## src/rtl/gbfp_pkg.sv

```systemverilog
// Shared types, constants and helpers for the binary frame parser.
package gbfp_pkg;

  localparam int unsigned MAX_PAYLOAD_DEF = 1024;
  localparam int unsigned NUM_KINDS_DEF   = 8;

  localparam int unsigned NUM_REGS = 8;
  localparam int unsigned KIND_W   = 3;
  localparam int unsigned ADDR_W   = 5;
  localparam int unsigned DATA_W   = 32;
  localparam int unsigned QDEPTH   = 4;

  localparam logic [7:0]  SYNC_FIRST    = 8'hB5;
  localparam logic [7:0]  SYNC_SECOND   = 8'h62;
  localparam logic [10:0] FRAME_LEN_SAT = 11'd2047;

  typedef logic [DATA_W-1:0] kind_reg_t;

  typedef enum logic [2:0] {
    PH_HUNT1   = 3'd0,
    PH_HUNT2   = 3'd1,
    PH_CLASS   = 3'd2,
    PH_ID      = 3'd3,
    PH_LEN     = 3'd4,
    PH_PAYLOAD = 3'd5,
    PH_CKA     = 3'd6,
    PH_CKB     = 3'd7
  } phase_t;

  typedef enum logic [2:0] {
    EV_DATA     = 3'd0,
    EV_GOOD     = 3'd1,
    EV_CKA_BAD  = 3'd2,
    EV_CKB_BAD  = 3'd3,
    EV_TOO_LONG = 3'd4
  } ev_t;

  typedef struct packed {
    ev_t               event_res;
    logic [KIND_W-1:0] msg_kind;
    logic [9:0]        byte_offset;
    logic [7:0]        data_byte;
    logic [10:0]       frame_length;
  } result_t;

  function automatic logic [10:0] sat_len(input logic [15:0] len);
    logic [10:0] res;
    if (len > 16'(FRAME_LEN_SAT)) res = FRAME_LEN_SAT;
    else res = len[10:0];
    return res;
  endfunction

endpackage

```

## src/rtl/gbfp_regs.sv

```systemverilog
// Message kind select registers behind the APB-style port.
module gbfp_regs (
  input  logic                          clk,
  input  logic                          rst_n,
  input  logic                          psel,
  input  logic                          penable,
  input  logic                          pwrite,
  input  logic [gbfp_pkg::ADDR_W-1:0]   paddr,
  input  logic [gbfp_pkg::DATA_W-1:0]   pwdata,
  output logic [gbfp_pkg::DATA_W-1:0]   prdata,
  output logic                          pready,
  output gbfp_pkg::kind_reg_t           kind_sel_o [gbfp_pkg::NUM_REGS]
);
  import gbfp_pkg::*;

  kind_reg_t         kind_sel_r [NUM_REGS];
  logic [KIND_W-1:0] idx;
  logic              wr_en;

  assign idx    = paddr[ADDR_W-1:2];
  assign wr_en  = psel && penable && pwrite && pready;
  assign pready = 1'b1;
  assign prdata = kind_sel_r[idx];

  always_ff @(posedge clk) begin
    if (!rst_n) begin
      for (int i = 0; i < NUM_REGS; i++) kind_sel_r[i] <= '0;
    end else if (wr_en) begin
      kind_sel_r[idx] <= pwdata;
    end
  end

  always_comb begin
    for (int i = 0; i < NUM_REGS; i++) kind_sel_o[i] = kind_sel_r[i];
  end

endmodule

```

## src/rtl/gbfp_front.sv

```systemverilog
// Front end: frame state machine, kind match, length and checksum tracking.
module gbfp_front #(
  parameter int unsigned MAX_PAYLOAD = gbfp_pkg::MAX_PAYLOAD_DEF,
  parameter int unsigned NUM_KINDS   = gbfp_pkg::NUM_KINDS_DEF
) (
  input  logic                 clk,
  input  logic                 rst_n,
  input  logic                 accept_i,
  input  logic [7:0]           byte_i,
  input  gbfp_pkg::kind_reg_t  kind_sel_i [gbfp_pkg::NUM_REGS],
  output logic                 res_valid_o,
  output gbfp_pkg::result_t    res_o
);
  import gbfp_pkg::*;

  localparam int unsigned LEN_W = $clog2(MAX_PAYLOAD + 1);

  phase_t            state_r, state_nxt;
  logic [KIND_W-1:0] kind_r, kind_nxt;
  logic [7:0]        class_r, class_nxt;
  logic [7:0]        len_lo_r, len_lo_nxt;
  logic              len_hi_r, len_hi_nxt;
  logic [LEN_W-1:0]  len_r, len_nxt;
  logic [LEN_W-1:0]  cnt_r, cnt_nxt;
  logic [7:0]        sum_a_r, sum_a_nxt;
  logic [7:0]        sum_b_r, sum_b_nxt;

  logic              hit;
  logic [KIND_W-1:0] hit_idx;
  logic [14:0]       forced;
  logic [15:0]       full_len;
  logic [LEN_W-1:0]  cnt_inc;

  // Lowest matching index wins: scan downward so the last hit sticks.
  always_comb begin
    hit     = 1'b0;
    hit_idx = '0;
    for (int i = NUM_KINDS - 1; i >= 0; i--) begin
      if (kind_sel_i[i][31] && kind_sel_i[i][7:0] == class_r &&
          kind_sel_i[i][15:8] == byte_i) begin
        hit     = 1'b1;
        hit_idx = KIND_W'(i);
      end
    end
  end

  assign forced  = kind_sel_i[kind_r][30:16];
  assign cnt_inc = cnt_r + 1'b1;

  always_ff @(posedge clk) begin
    if (!rst_n) begin
      state_r  <= PH_HUNT1;
      kind_r   <= '0;
      class_r  <= '0;
      len_lo_r <= '0;
      len_hi_r <= 1'b0;
      len_r    <= '0;
      cnt_r    <= '0;
      sum_a_r  <= '0;
      sum_b_r  <= '0;
    end else begin
      state_r  <= state_nxt;
      kind_r   <= kind_nxt;
      class_r  <= class_nxt;
      len_lo_r <= len_lo_nxt;
      len_hi_r <= len_hi_nxt;
      len_r    <= len_nxt;
      cnt_r    <= cnt_nxt;
      sum_a_r  <= sum_a_nxt;
      sum_b_r  <= sum_b_nxt;
    end
  end

  always_comb begin
    state_nxt   = state_r;
    kind_nxt    = kind_r;
    class_nxt   = class_r;
    len_lo_nxt  = len_lo_r;
    len_hi_nxt  = len_hi_r;
    len_nxt     = len_r;
    cnt_nxt     = cnt_r;
    sum_a_nxt   = sum_a_r;
    sum_b_nxt   = sum_b_r;
    full_len    = '0;
    res_valid_o = 1'b0;
    res_o.event_res    = EV_DATA;
    res_o.msg_kind     = kind_r;
    res_o.byte_offset  = '0;
    res_o.data_byte    = '0;
    res_o.frame_length = sat_len(16'(len_r));

    if (accept_i) begin
      unique case (state_r)
        PH_HUNT1: begin
          if (byte_i == SYNC_FIRST) state_nxt = PH_HUNT2;
        end
        PH_HUNT2: begin
          // A mismatching byte is not retried as a first sync byte.
          state_nxt = (byte_i == SYNC_SECOND) ? PH_CLASS : PH_HUNT1;
        end
        PH_CLASS: begin
          sum_a_nxt = byte_i;
          sum_b_nxt = byte_i;
          class_nxt = byte_i;
          state_nxt = PH_ID;
        end
        PH_ID: begin
          sum_a_nxt = sum_a_r + byte_i;
          sum_b_nxt = sum_b_r + sum_a_nxt;
          if (hit) begin
            kind_nxt   = hit_idx;
            len_hi_nxt = 1'b0;
            state_nxt  = PH_LEN;
          end else begin
            state_nxt = PH_HUNT1;
          end
        end
        PH_LEN: begin
          sum_a_nxt = sum_a_r + byte_i;
          sum_b_nxt = sum_b_r + sum_a_nxt;
          if (!len_hi_r) begin
            len_lo_nxt = byte_i;
            len_hi_nxt = 1'b1;
          end else begin
            len_hi_nxt = 1'b0;
            full_len   = (forced != '0) ? {1'b0, forced} : {byte_i, len_lo_r};
            cnt_nxt    = '0;
            if (full_len > 16'(MAX_PAYLOAD)) begin
              res_valid_o        = 1'b1;
              res_o.event_res    = EV_TOO_LONG;
              res_o.frame_length = sat_len(full_len);
              state_nxt          = PH_HUNT1;
            end else begin
              len_nxt   = LEN_W'(full_len);
              state_nxt = (full_len == '0) ? PH_CKA : PH_PAYLOAD;
            end
          end
        end
        PH_PAYLOAD: begin
          sum_a_nxt         = sum_a_r + byte_i;
          sum_b_nxt         = sum_b_r + sum_a_nxt;
          cnt_nxt           = cnt_inc;
          res_valid_o       = 1'b1;
          res_o.byte_offset = 10'(cnt_r);
          res_o.data_byte   = byte_i;
          if (cnt_inc >= len_r) state_nxt = PH_CKA;
        end
        PH_CKA: begin
          if (byte_i != sum_a_r) begin
            res_valid_o     = 1'b1;
            res_o.event_res = EV_CKA_BAD;
            state_nxt       = PH_HUNT1;
          end else begin
            state_nxt = PH_CKB;
          end
        end
        PH_CKB: begin
          res_valid_o     = 1'b1;
          res_o.event_res = (byte_i == sum_b_r) ? EV_GOOD : EV_CKB_BAD;
          state_nxt       = PH_HUNT1;
        end
        default: state_nxt = PH_HUNT1;
      endcase
    end
  end

endmodule

```

## src/rtl/gbfp_fifo.sv

```systemverilog
// Result queue between the front end and the result port.
module gbfp_fifo (
  input  logic               clk,
  input  logic               rst_n,
  input  logic               wr_en_i,
  input  gbfp_pkg::result_t  wr_data_i,
  input  logic               rd_en_i,
  output gbfp_pkg::result_t  rd_data_o,
  output logic               full_o,
  output logic               empty_o
);
  import gbfp_pkg::*;

  localparam int unsigned PTR_W = $clog2(QDEPTH);
  localparam int unsigned CNT_W = $clog2(QDEPTH + 1);

  result_t          q_r [QDEPTH];
  logic [PTR_W-1:0] wr_ptr_r, wr_ptr_nxt;
  logic [PTR_W-1:0] rd_ptr_r, rd_ptr_nxt;
  logic [CNT_W-1:0] count_r, count_nxt;
  logic             do_wr, do_rd;

  assign full_o    = (count_r == CNT_W'(QDEPTH));
  assign empty_o   = (count_r == '0);
  assign do_wr     = wr_en_i && !full_o;
  assign do_rd     = rd_en_i && !empty_o;
  assign rd_data_o = q_r[rd_ptr_r];

  always_comb begin
    wr_ptr_nxt = do_wr ? wr_ptr_r + 1'b1 : wr_ptr_r;
    rd_ptr_nxt = do_rd ? rd_ptr_r + 1'b1 : rd_ptr_r;
    count_nxt  = count_r;
    if (do_wr && !do_rd) count_nxt = count_r + 1'b1;
    else if (do_rd && !do_wr) count_nxt = count_r - 1'b1;
  end

  always_ff @(posedge clk) begin
    if (!rst_n) begin
      wr_ptr_r <= '0;
      rd_ptr_r <= '0;
      count_r  <= '0;
    end else begin
      wr_ptr_r <= wr_ptr_nxt;
      rd_ptr_r <= rd_ptr_nxt;
      count_r  <= count_nxt;
    end
  end

  always_ff @(posedge clk) begin
    if (do_wr) q_r[wr_ptr_r] <= wr_data_i;
  end

endmodule

```

## src/rtl/gnss_binary_frame_parser.sv

```systemverilog
// Top level of the binary frame parser: registers, front end and result queue.
//
//  channel  direction  handshake              payload
//  input    in         push / full            in_rx_byte
//  result   out        empty / pop            out_event_res .. out_frame_length
//  config   in/out     psel penable pwrite    paddr pwdata prdata pready
//
// One byte is taken each cycle while full is low; the frame state machine in the
// front end updates once per byte taken and writes at most one result beat into a
// four-deep result queue, whose oldest unread result drives the out ports.
// full rises only when the queue holds four unread results; input stalls then.
// rst_n is synchronous; after reset the parser hunts for the first sync byte and
// all kind select registers read zero.
module gnss_binary_frame_parser #(
  parameter int unsigned MAX_PAYLOAD = gbfp_pkg::MAX_PAYLOAD_DEF,
  parameter int unsigned NUM_KINDS   = gbfp_pkg::NUM_KINDS_DEF
) (
  input  logic                          clk,
  input  logic                          rst_n,
  input  logic                          push,
  output logic                          full,
  input  logic [7:0]                    in_rx_byte,
  output logic                          empty,
  input  logic                          pop,
  output logic [2:0]                    out_event_res,
  output logic [2:0]                    out_msg_kind,
  output logic [9:0]                    out_byte_offset,
  output logic [7:0]                    out_data_byte,
  output logic [10:0]                   out_frame_length,
  input  logic                          psel,
  input  logic                          penable,
  input  logic                          pwrite,
  input  logic [gbfp_pkg::ADDR_W-1:0]   paddr,
  input  logic [gbfp_pkg::DATA_W-1:0]   pwdata,
  output logic [gbfp_pkg::DATA_W-1:0]   prdata,
  output logic                          pready
);
  import gbfp_pkg::*;

  kind_reg_t kind_sel [NUM_REGS];
  logic      accept;
  logic      res_valid;
  result_t   res;
  result_t   head;

  assign accept = push && !full;

  gbfp_regs u_regs (
    .clk        (clk),
    .rst_n      (rst_n),
    .psel       (psel),
    .penable    (penable),
    .pwrite     (pwrite),
    .paddr      (paddr),
    .pwdata     (pwdata),
    .prdata     (prdata),
    .pready     (pready),
    .kind_sel_o (kind_sel)
  );

  gbfp_front #(
    .MAX_PAYLOAD (MAX_PAYLOAD),
    .NUM_KINDS   (NUM_KINDS)
  ) u_front (
    .clk         (clk),
    .rst_n       (rst_n),
    .accept_i    (accept),
    .byte_i      (in_rx_byte),
    .kind_sel_i  (kind_sel),
    .res_valid_o (res_valid),
    .res_o       (res)
  );

  gbfp_fifo u_fifo (
    .clk       (clk),
    .rst_n     (rst_n),
    .wr_en_i   (res_valid),
    .wr_data_i (res),
    .rd_en_i   (pop),
    .rd_data_o (head),
    .full_o    (full),
    .empty_o   (empty)
  );

  assign out_event_res    = head.event_res;
  assign out_msg_kind     = head.msg_kind;
  assign out_byte_offset  = head.byte_offset;
  assign out_data_byte    = head.data_byte;
  assign out_frame_length = head.frame_length;

endmodule
```

## config.mk

```make
export PLATFORM = sky130hd
export DESIGN_NAME = gnss_binary_frame_parser
export DESIGN_NICKNAME = d
export VERILOG_FILES = /design/src/rtl/gbfp_pkg.sv /design/src/rtl/gbfp_regs.sv /design/src/rtl/gbfp_front.sv /design/src/rtl/gbfp_fifo.sv /design/src/rtl/gnss_binary_frame_parser.sv
export SDC_FILE = /design/constraint.sdc
export NUM_CORES = 1
export LEC_CHECK = 0
export BUFFER_PORTS_ARGS = -buffer_cell sky130_fd_sc_hd__buf_2
export CORE_UTILIZATION = 56
export CTS_BUF_LIST = sky130_fd_sc_hd__clkbuf_16
export CTS_CLUSTER_SIZE = 10
export DETAILED_ROUTE_END_ITERATION = 8
export PLACE_DENSITY = 0.77
export SKIP_LAST_GASP = 1
export SLEW_MARGIN = 20
export SYNTH_ARGS = -nofsm -noshare
export SYNTH_HDL_FRONTEND = slang
export SYNTH_HIERARCHICAL = 1
export SYNTH_SLANG_ARGS = --single-unit
```

## constraint.sdc

```tcl
create_clock -name clk -period 4.2 [get_ports clk]
set_input_delay 0.42 -clock clk [delete_from_list [all_inputs] [get_ports clk]]
set_output_delay 0.42 -clock clk [all_outputs]
set_load 0.05 [all_outputs]
```

==> flow_summary.yaml, run 1 <==
worst_setup_path:
  worstPathArrival_ns: 4.60
  worstSetupPathType: "flip-flop to flip-flop"
  cpLargestDelayFamily: "simple AND/OR/NAND/NOR gates"
  end_kind: "flip-flop"
  r2r_cells: 16
  startpoint_type: "flip-flop"
  cp_common_cell: "or4_1"
  path_cells: "buf_4 > or4_1 > o221ai_1 > o21ai_1 > o21a_1 > or4_1 > o211ai_2 > nand3b_1 > a21oi_2 > nor2b_2 > ha_1 > inv_1 > fa_1 > xor2_1 > or3_1 > a21boi_0"
  timing.rr.end: "u_fifo/count_r[2]"
  rrSetupSlack_ns: 0.12
  path_max_fanout: 8
  slowest_stage: "or4_1"
  cpPeakStageDelay_ns: 0.54
  critPathRequiredTime_ns: 4.72
  r2r_start: "u_front/kind_r[1]"
  crit_buf_inv: 2
cells_and_area:
  syn_to_final_growth_pct: 11.8
  drive_above_1_share_pct: 21.9
  ff_latch_area_um2: 13300
  num-nets-final: 1971
  instances_no_fill: 2460
  multi_input_area_um2: 10000
  utilization_pct: 63.6
  final.fill_count: 3132
  diodes: 0
synthesis:
  ys_warn_count: 6
  synth_top_area_share_pct: 49.7
  ys_async_sr_fraction_pct: 0
  synth_area_leader_cell: "edfxtp_1"
  synth_area_per_cell_um2: 13.6
  synth_area_leaders: "edfxtp_1 50%, mux4_2 11%, and2_1 7.4%"
  ys_ff_latch: 466
  syn_area_um2: 23900
  synth_nets: 1849
  synth.distinct_cells: 77
  yosysSeqAreaShare_pct: 55.6
  synth_cells: 1763
  synth_edf_count: 396
  synthFlopType: "edfxtp_1"
sta:
  tightest_slew_ns: 0.955
  fmax_mhz: 245
  slew_viol_final: 0
  timing.hold.ws_ns: 0.174
  skew_ns: 0.0209
  rsz0062_at_grt: "no"
  setup_violations: 0
  fin_crit_sh_pct: 97.2
  hold_violations: 0
  fin_ws_ns: 0.118
  slew_headroom_pct: 36.3
  fin_crit_ns: 4.08
place:
  placedCellCount: 2367
  globalplace.congestion: 0.929
  hpwl_mm: 40.1
  port_buffers: 118
  place_ws_ns: -0.110
clock_network:
  cts-root-buf: "clkbuf_16"
  cts_sinks: 466
  clk_pin_slew_worst_paths_ns: 0.06
  cts_inserted_buffers: 53
  ctsHoldBuffers: 0
  clkLatencyLatePin_ns: 0.61
  cts_tree: "built"
  cts_buffer_depth: 3
  cts.htree.levels: 2
hold_path:
  hold_path_depth: 2
  hold_start: "pwdata[0]"
  hold_path.class: "input pin to flip-flop"
  min_to: "u_regs/kind_sel_r[6][0]"
grt:
  grt_max_degree: 45
  grt_pass1_vias: 15700
  grt.overflow.total: 0
  grt_pass1_wl_mm: 92.5
  grt_usage_pct: 28.2
  antenna_found_initial: 3
flow_run:
  drv_cap: 0
run_status:
  status: "finished, final reports clean"
die:
  die_w_um: 209
  initial_core_util_pct: 56.9
  coreArea_um2: 42000
  die-area_um2: 43500
  die-height_um: 209
  rows: 75
  pin_count: 122
detailed_routing:
  ant_nets: 0
  drtIter0Drc: 1574
  first_pass_iters: 6
  wl_mm: 60.8
  viasPerCell: 6.23
  drc: 0
  wl_per_cell_um: 24.7
  vias: 15300
pwr:
  p_leak_uw: 0.00953
  ir_drop_mv: 0.384
  cellPowerDensity_nw_per_um2: 414
-- cells in the mapped netlist, drive strengths merged (6+ instances only) --
master  number
a21o        10
a21oi       48
a31oi        9
and2       282
and3        14
buf         37
clkbuf      77
dfxtp       70
edfxtp     396
ha          31
inv         22
mux2        53
mux2i       20
mux4       118
nand2       53
nand2b      17
nand3       25
nand4       19
nor2        77
nor2b       15
nor3        37
nor4        34
o211a        6
o21a         7
o21ai       37
o21bai       7
or3          8
xnor2       99
xor2        65
-- area by class of cell --
class,count,area share (%)
tap,539,2.52
timing repair buffer,181,4.28
inverter,22,0.309
multi-input combinational,1161,37.5
clock inverter,38,0.637
sequential,466,49.8
clock buffer,53,4.96
-- stage by stage --
step	instance area [µm²]	power, µW	setup TNS (ns)
after floorplan	23900	6670	0
final	26700	11100	0
after global routing	26700	11400	0
after CTS	26700	11100	0
after detailed placement	25200	7110	-0.110
after global placement	25200	7080	0
-- cell families after synthesis --
logic type	after synthesis	synth area share [%]
simple gates	605	14.6
mux	191	14.7
compound gates	166	4.49
fa+ha+maj	34	1.87
buf+inv	136	2.74
flops	466	55.6
other cells	1	0.0157
xor+xnor	164	6.01
-- registers in the layout, summed over array words and instances (netlist names), named ones only --
register	count
u_front/class_r	8
u_fifo/rd_ptr_r	2
u_fifo/count_r	3
u_front/state_r	3
u_front/kind_r	3
u_front/cnt_r	11
u_front/sum_b_r	8
u_fifo/wr_ptr_r	2
u_front/len_hi_r	1
u_front/len_lo_r	8
u_fifo/q_r	140
u_front/sum_a_r	8
u_front/len_r	11
u_regs/kind_sel_r	256
-- what timing repair did --
action | in CTS | in global routing
setup buffers | 0 | 2
endpoints found under the setup margin | 1 | 1
gates resized for setup | 2 | 1
-- placed cells by master (no fill, tap or decap), types with 5 or more instances in the layout --
cell type,synthesis,routed
edfxtp_1,396,396
and2_1,282,282
buf_2,25,117
mux4_2,113,113
xnor2_1,99,99
nor2_1,77,77
dfxtp_1,70,67
xor2_1,65,65
buf_4,2,57
clkbuf_16,0,53
nand2_1,53,53
inv_1,19,49
a21oi_1,48,47
o21ai_0,34,34
nor4_1,34,34
nor3_1,32,32
ha_1,31,31
mux2_2,29,29
nand3_1,24,24
mux2i_1,20,20
nand4_1,18,18
and3_1,14,14
mux2_1,14,14
nor2b_1,14,13
a21o_1,10,10
mux2_4,10,10
a31oi_1,9,9
nand2b_1,17,9
or3_1,8,8
o21bai_1,7,7
o21a_1,7,7
buf_12,5,6
o211a_1,6,6
nand2b_2,0,6
mux4_1,5,5
or4_1,5,5
a22oi_1,5,5
-- worst max path at each step --
stage / endpoint / slack [ns] / cells past startpoint / startpoint
2_1_floorplan: u_fifo/q_r[0][0] / 0.15 / 13 / u_front/kind_r[1]
3_3_place_gp: u_fifo/count_r[2] / 0.01 / 16 / u_front/kind_r[1]
3_5_place_dp: u_fifo/count_r[2] / -0.11 / 16 / u_front/kind_r[1]
4_1_cts: u_fifo/count_r[2] / 0.03 / 16 / u_front/kind_r[1]
5_1_grt: u_fifo/count_r[2] / 0.007 / 16 / u_front/kind_r[1]
6_report: u_fifo/count_r[2] / 0.12 / 16 / u_front/kind_r[1]
-- report_power, final --
part | leakage, µW | internal (µW) | switching [µW]
logic | 0.00445 | 612 | 1050
registers | 0.00423 | 5180 | 185
clock network | 0.000845 | 2260 | 1780
total | 0.00953 | 8060 | 3020
-- metal layers --
metal / wire [µm] / track usage, % / part of all wire (%) / up-vias
li1: - / - / - / 6806
met2: 29700 / 46.9 / 49 / 777
met5: 35 / 0 / 0.058 / -
met4: 2260 / 11.6 / 3.7 / 6
met3: 5100 / 4.33 / 8.4 / 153
met1: 23600 / 37.3 / 39 / 7596
-- worst register-to-register path, stage by stage, from the launching register on --
cell	delay [ns]
dfxtp_4	0.38
buf_4	0.17
or4_1	0.54
o221ai_1	0.20
o21ai_1	0.14
o21a_1	0.21
or4_1	0.49
o211ai_2	0.12
nand3b_1	0.13
a21oi_2	0.19
nor2b_2	0.20
ha_1	0.19
inv_1	0.06
fa_1	0.37
xor2_1	0.16
or3_1	0.31
a21boi_0	0.16
(Power assumes the default switching activity.)
==> run 2, diff against run 1 <==
--- a/config.mk
+++ b/config.mk
@@ -11,6 +11,7 @@
 export CTS_CLUSTER_SIZE = 10
 export DETAILED_ROUTE_END_ITERATION = 8
 export PLACE_DENSITY = 0.77
+export SETUP_SLACK_MARGIN = 0.5
 export SKIP_LAST_GASP = 1
 export SLEW_MARGIN = 20
 export SYNTH_ARGS = -nofsm -noshare
==> run 2 against run 1 <==
Effect of this change:
- clock skew rose by 0.014 ns
- setup slack improved by 0.22 ns
- power is 0.59% higher
- critical path type unchanged
- first-iteration DRC count grew 3.8%
- flip-flop and latch count is the same
- combinational power about the same
==> flow_summary.yaml, run 2 (synthesis gave the netlist of run 1 again) <==
die:
  die-area_um2: 43500
  coreArea_um2: 42000
  rows: 75
  pin_count: 122
  die_w_um: 209
  die-height_um: 209
  initial_core_util_pct: 56.9
place:
  hpwl_mm: 39.7
  port_buffers: 118
  globalplace.congestion: 0.896
  placedCellCount: 2360
  place_ws_ns: 0.0940
sta:
  setup_violations: 0
  setup_tns_ns: 0
  tightest_slew_ns: 1.02
  fmax_mhz: 259
  fin_crit_sh_pct: 92.0
  slew_viol_final: 0
  fin_ws_ns: 0.337
  slew_headroom_pct: 32.1
  rsz0062_at_grt: "yes"
  skew_ns: 0.0353
  hold_violations: 0
  fin_crit_ns: 3.86
detailed_routing:
  drtIter0Drc: 1634
  ant_nets: 0
  vias: 15600
  wl_per_cell_um: 25.3
  wl_mm: 62.9
  drc: 0
  viasPerCell: 6.27
  first_pass_iters: 6
grt:
  grt_pass1_wl_mm: 92.9
  grt_pass1_vias: 15600
  antenna_found_initial: 5
  grt.overflow.total: 0
  grt_usage_pct: 28.4
  grt_max_degree: 55
cells_and_area:
  largest_register_ffs: 256
  max_flop_register: "u_regs/kind_sel_r"
  ff_latch_area_um2: 13300
  instances_no_fill: 2484
  num-nets-final: 1987
  drive_above_1_share_pct: 23.7
  layout_common_cells: "396 x edfxtp_1, 278 x and2_1, 117 x buf_2"
  final.fill_count: 3033
  multi_input_area_um2: 10100
  final_common_cell: "edfxtp_1"
  syn_to_final_growth_pct: 13.7
  diodes: 0
  utilization_pct: 64.7
  top_regs: "u_regs/kind_sel_r: 256 flops, u_fifo/q_r: 140 flops"
clock_network:
  clk_pin_slew_worst_paths_ns: 0.06
  cts-root-buf: "clkbuf_16"
  cts_sinks: 466
  cts_buffer_depth: 3
  cts_tree: "built"
  ctsHoldBuffers: 0
  cts_inserted_buffers: 53
  cts.htree.levels: 2
  clkLatencyLatePin_ns: 0.61
worst_setup_path:
  end_kind: "flip-flop"
  worstPathArrival_ns: 4.37
  path_max_fanout: 8
  worstSetupPathType: "flip-flop to flip-flop"
  critPathRequiredTime_ns: 4.71
  startpoint_type: "flip-flop"
pwr:
  ir_drop_mv: 0.337
  power_uw: 11100
  p_leak_uw: 0.00972
  cellPowerDensity_nw_per_um2: 410
flow_run:
  drv_cap: 0
hold_path:
  hold_path.class: "input pin to flip-flop"
run_status:
  status: "finished, final reports clean"
run 2: changes by cell type in the layout (fill, tap and decap cells not counted), sizes merged:
cell,change
inv,+7
clkinvlp,+1
clkbuf,+6
buf,+10
run 2: cell type report:
| cell class | count | share of cell area (%) |
|---|---|---|
| Clock buffer | 53 | 4.88 |
| Multi-Input combinational cell | 1161 | 37.3 |
| Inverter | 22 | 0.304 |
| Clock inverter | 46 | 0.792 |
| Tap cell | 539 | 2.48 |
| Timing Repair Buffer | 197 | 5.28 |
| Sequential cell | 466 | 48.9 |
run 2: power breakdown:
part	internal (µW)	leakage, µW	switching, µW	total (µW)
logic	628	0.00460	1060	1690
registers	5180	0.00423	187	5370
clock network	2270	0.000893	1810	4080
total	8080	0.00972	3060	11100
run 2: routing by layer:
metal	track usage (%)	part of all wire, %
met2	46.5	49
met5	0	0.11
met4	10.6	3.3
met3	5.32	8.7
met1	38.1	39
run 2: per-stage QoR:
step / instance area, µm² / hold slack (ns)
final: 27200 / 0.172
after floorplan: 24000 / 0.432
after CTS: 26900 / 0.152
after global placement: 25200 / 0.439
after global routing: 27200 / 0.186
after detailed placement: 25200 / 0.452
run 2: what timing repair did:
action,4_1_cts,5_1_grt
buffers inserted,11,4
gates resized for setup,6,26
pin swaps,7,13
gates cloned,0,10
endpoints found under the setup margin,142,167
run 2: worst max-delay path: stages (launching register included):
cell and delay, ns:
dfxtp_4 0.36, buf_12 0.14, buf_6 0.13, or4_1 0.42, o221ai_2 0.15, o21ai_1 0.11
o21a_1 0.21, or4_4 0.50, o211ai_4 0.12, nand3b_1 0.13, a21oi_2 0.21, nor2b_4 0.20
ha_4 0.15, inv_2 0.03, fa_2 0.32, xor2_1 0.15, or3_1 0.31, a21boi_1 0.14
run 2: worst paths after layout:
kind	from	end	slack (ns)	depth (start not counted)
worst max register to register	u_front/kind_r[1]	u_fifo/count_r[2]	0.34	17
worst min register to register	u_front/len_r[6]	u_front/len_r[6]	0.46	2
worst max-delay path	u_front/kind_r[1]	u_fifo/count_r[2]	0.34	17
worst min-delay path	pwdata[5]	u_regs/kind_sel_r[0][5]	0.17	2
==> run 3, diff against run 2 <==
--- a/config.mk
+++ b/config.mk
@@ -16,5 +16,4 @@
 export SLEW_MARGIN = 20
 export SYNTH_ARGS = -nofsm -noshare
 export SYNTH_HDL_FRONTEND = slang
-export SYNTH_HIERARCHICAL = 1
 export SYNTH_SLANG_ARGS = --single-unit
==> constraint.sdc (replaced) <==
create_clock -name clk -period 3.2 [get_ports clk]
set_input_delay 0.32 -clock clk [delete_from_list [all_inputs] [get_ports clk]]
set_output_delay 0.32 -clock clk [all_outputs]
set_load 0.05 [all_outputs]
==> run 3 against run 2 <==
Effect of this change:
- sequential power is 29% higher
- the flow now finishes with violations (negative setup slack)
- worst hold slack worse by 0.072 ns
- largest power group unchanged
- non-clock buffer count is 119 higher
==> flow_summary.yaml, run 3 <==
run_status:
  status: "finished with violations"
  violations: "negative setup slack"
detailed_routing:
  drtIter0Drc: 1971
  drc: 0
  first_pass_iters: 6
  viasPerCell: 6.60
  wl_mm: 71.5
  vias: 17700
  ant_nets: 0
  wl_per_cell_um: 26.7
synthesis:
  yosysMostFrequentCell: "edfxtp_1"
  synth_edf_count: 396
  synth.distinct_cells: 67
  ys_async_sr_fraction_pct: 0
  synthFlopType: "edfxtp_1"
  synth_area_per_cell_um2: 12.4
  ys_warn_count: 0
  synth_top_area_share_pct: 50.9
  yosysSeqAreaShare_pct: 57.0
  syn_area_um2: 23300
  synth_area_leaders: "edfxtp_1 51%, and3_1 7.5%, dfxtp_1 6.0%"
  synth_area_leader_cell: "edfxtp_1"
  synth_common_cells: "396 x edfxtp_1, 278 x and3_1, 131 x a22oi_1, 124 x clkbuf_1, 89 x xnor2_1"
  synth_cells: 1889
  ys_ff_latch: 466
  synth_nets: 1975
die:
  coreArea_um2: 40900
  initial_core_util_pct: 57.0
  pin_count: 122
  die-height_um: 206
  die_w_um: 206
  die-area_um2: 42500
  rows: 74
sta:
  fin_ws_ns: -0.800
  hold_violations: 0
  fmax_mhz: 250
  skew_ns: 0.0217
  fin_crit_ns: 4.00
  timing.hold.ws_ns: 0.100
  setup_violations: 207
  tightest_slew_ns: 0.993
  slew_viol_final: 0
  fin_crit_sh_pct: 125
  setup_tns_ns: -107.77
  slew_headroom_pct: 33.8
  rsz0062_at_grt: "yes"
worst_setup_path:
  path_max_fanout: 7
  critPathRequiredTime_ns: 3.74
  cpPeakStageDelay_ns: 0.51
  slowest_stage: "mux4_2"
  worstPathArrival_ns: 4.54
  crit_buf_inv: 2
  worstSetupPathType: "flip-flop to flip-flop"
  startpoint_type: "flip-flop"
  cpLargestDelayFamily: "simple AND/OR/NAND/NOR gates"
  path_cells: "buf_8 > mux4_2 > mux2_4 > or3_4 > or3_4 > o31a_1 > o21a_2 > o31ai_4 > ha_4 > inv_2 > fa_2 > xor2_1 > or3_1 > a21oi_1"
  cp_common_cell: "or3_4"
  end_kind: "flip-flop"
clock_network:
  cts.htree.levels: 2
  cts_tree: "built"
  cts-root-buf: "clkbuf_16"
  cts_sinks: 466
  cts_buffer_depth: 3
  clk_pin_slew_worst_paths_ns: 0.06
  ctsHoldBuffers: 0
  clkLatencyLatePin_ns: 0.61
  cts_inserted_buffers: 53
cells_and_area:
  instances_no_fill: 2679
  max_flop_register: "u_regs.kind_sel_r"
  top_regs: "u_regs.kind_sel_r: 256 flops, u_fifo.q_r: 140 flops"
  utilization_pct: 69.0
  layout_common_cells: "396 x edfxtp_1, 277 x and3_1, 131 x a22oi_1"
  final_common_cell: "edfxtp_1"
  final.fill_count: 2779
  syn_to_final_growth_pct: 21.0
  finalInstanceArea_um2: 28200
  num-nets-final: 2196
  diodes: 0
  largest_register_ffs: 256
  drive_above_1_share_pct: 24.5
grt:
  grt.overflow.total: 0
  grt_max_degree: 130
  grt_pass1_vias: 17400
  grt_pass1_wl_mm: 105
  antenna_found_initial: 2
  grt_usage_pct: 33.1
hold_path:
  hold_path.class: "input pin to flip-flop"
place:
  placedCellCount: 2523
  globalplace.congestion: 0.953
  place_area_um2: 25300
  hpwl_mm: 43.7
  port_buffers: 118
pwr:
  cellPowerDensity_nw_per_um2: 512
  ir_drop_mv: 0.442
  p_leak_uw: 0.0113
flow_run:
  drv_cap: 0
[run 3: changes by cell type after synthesis, sizes merged, moves of 11 or more]
cell | before | now
and2 | 282 | 5
and3 | 14 | 279
a22oi | 5 | 131
mux4 | 118 | 57
clkbuf | 77 | 124
mux2 | 53 | 12
nand4 | 19 | 55
nand2 | 53 | 75
a31oi | 9 | 21
mux2i | 20 | 32
nor3 | 37 | 26
[run 3: area by class of cell]
cell class,instances,area (µm²),share of cell area (%)
Clock buffer,53,1330,4.70
Clock inverter,39,211,0.749
Inverter,28,105,0.372
Multi-Input combinational cell,1245,9790,34.7
Sequential cell,466,13300,47.2
Tap cell,532,666,2.36
Timing Repair Buffer,316,2820,10.0
[run 3: logic make-up after synthesis]
| group | count (synthesis) | share of synthesized area, % |
|---|---|---|
| xor gates and xnor gates | 163 | 6.12 |
| and+or+nand+nor | 654 | 16.0 |
| DFF | 466 | 57.0 |
| AOI/OAI and AO/OA | 291 | 8.49 |
| muxes | 101 | 7.45 |
| buffers and inverters | 179 | 3.01 |
| adders and majority gates | 34 | 1.92 |
| other | 1 | 0.0161 |
[run 3: per-stage QoR]
stage	setup WS (ns)	power, µW
floorplan	-1.07	8370
global placement	-1.02	9040
detailed placement	-1.05	9070
CTS	-0.838	14400
global route	-0.865	14800
finish	-0.800	14500
[run 3: repair_timing]
action	in CTS	in global routing
pin swaps	23	26
gates resized for setup	74	55
endpoints found under the setup margin	210	225
gates cloned	14	4
setup buffers	24	22
[run 3: worst paths after layout]
kind                                        start                       end  slack [ns]  cells past startpoint
worst max-delay path            u_front.kind_r[1]         u_fifo.count_r[2]       -0.80                     14
worst max register to register  u_front.kind_r[1]         u_fifo.count_r[2]       -0.80                     14
worst min-delay path                   pwdata[19]  u_regs.kind_sel_r[3][19]        0.10                      2
worst min register to register   u_front.len_r[6]          u_front.len_r[6]        0.49                      2
[run 3: routing by layer]
metal	vias to the layer above	GRT usage (%)	share of wire [%]
li1	7716	-	-
met1	8704	44.0	39
met2	1040	54.2	48
met3	208	5.20	8.9
met4	4	13.6	4.3
met5	-	0	0.036
[run 3: where the power goes]
part | switching, µW | internal (µW)
clock network | 2390 | 3050
logic | 1420 | 645
registers | 185 | 6760
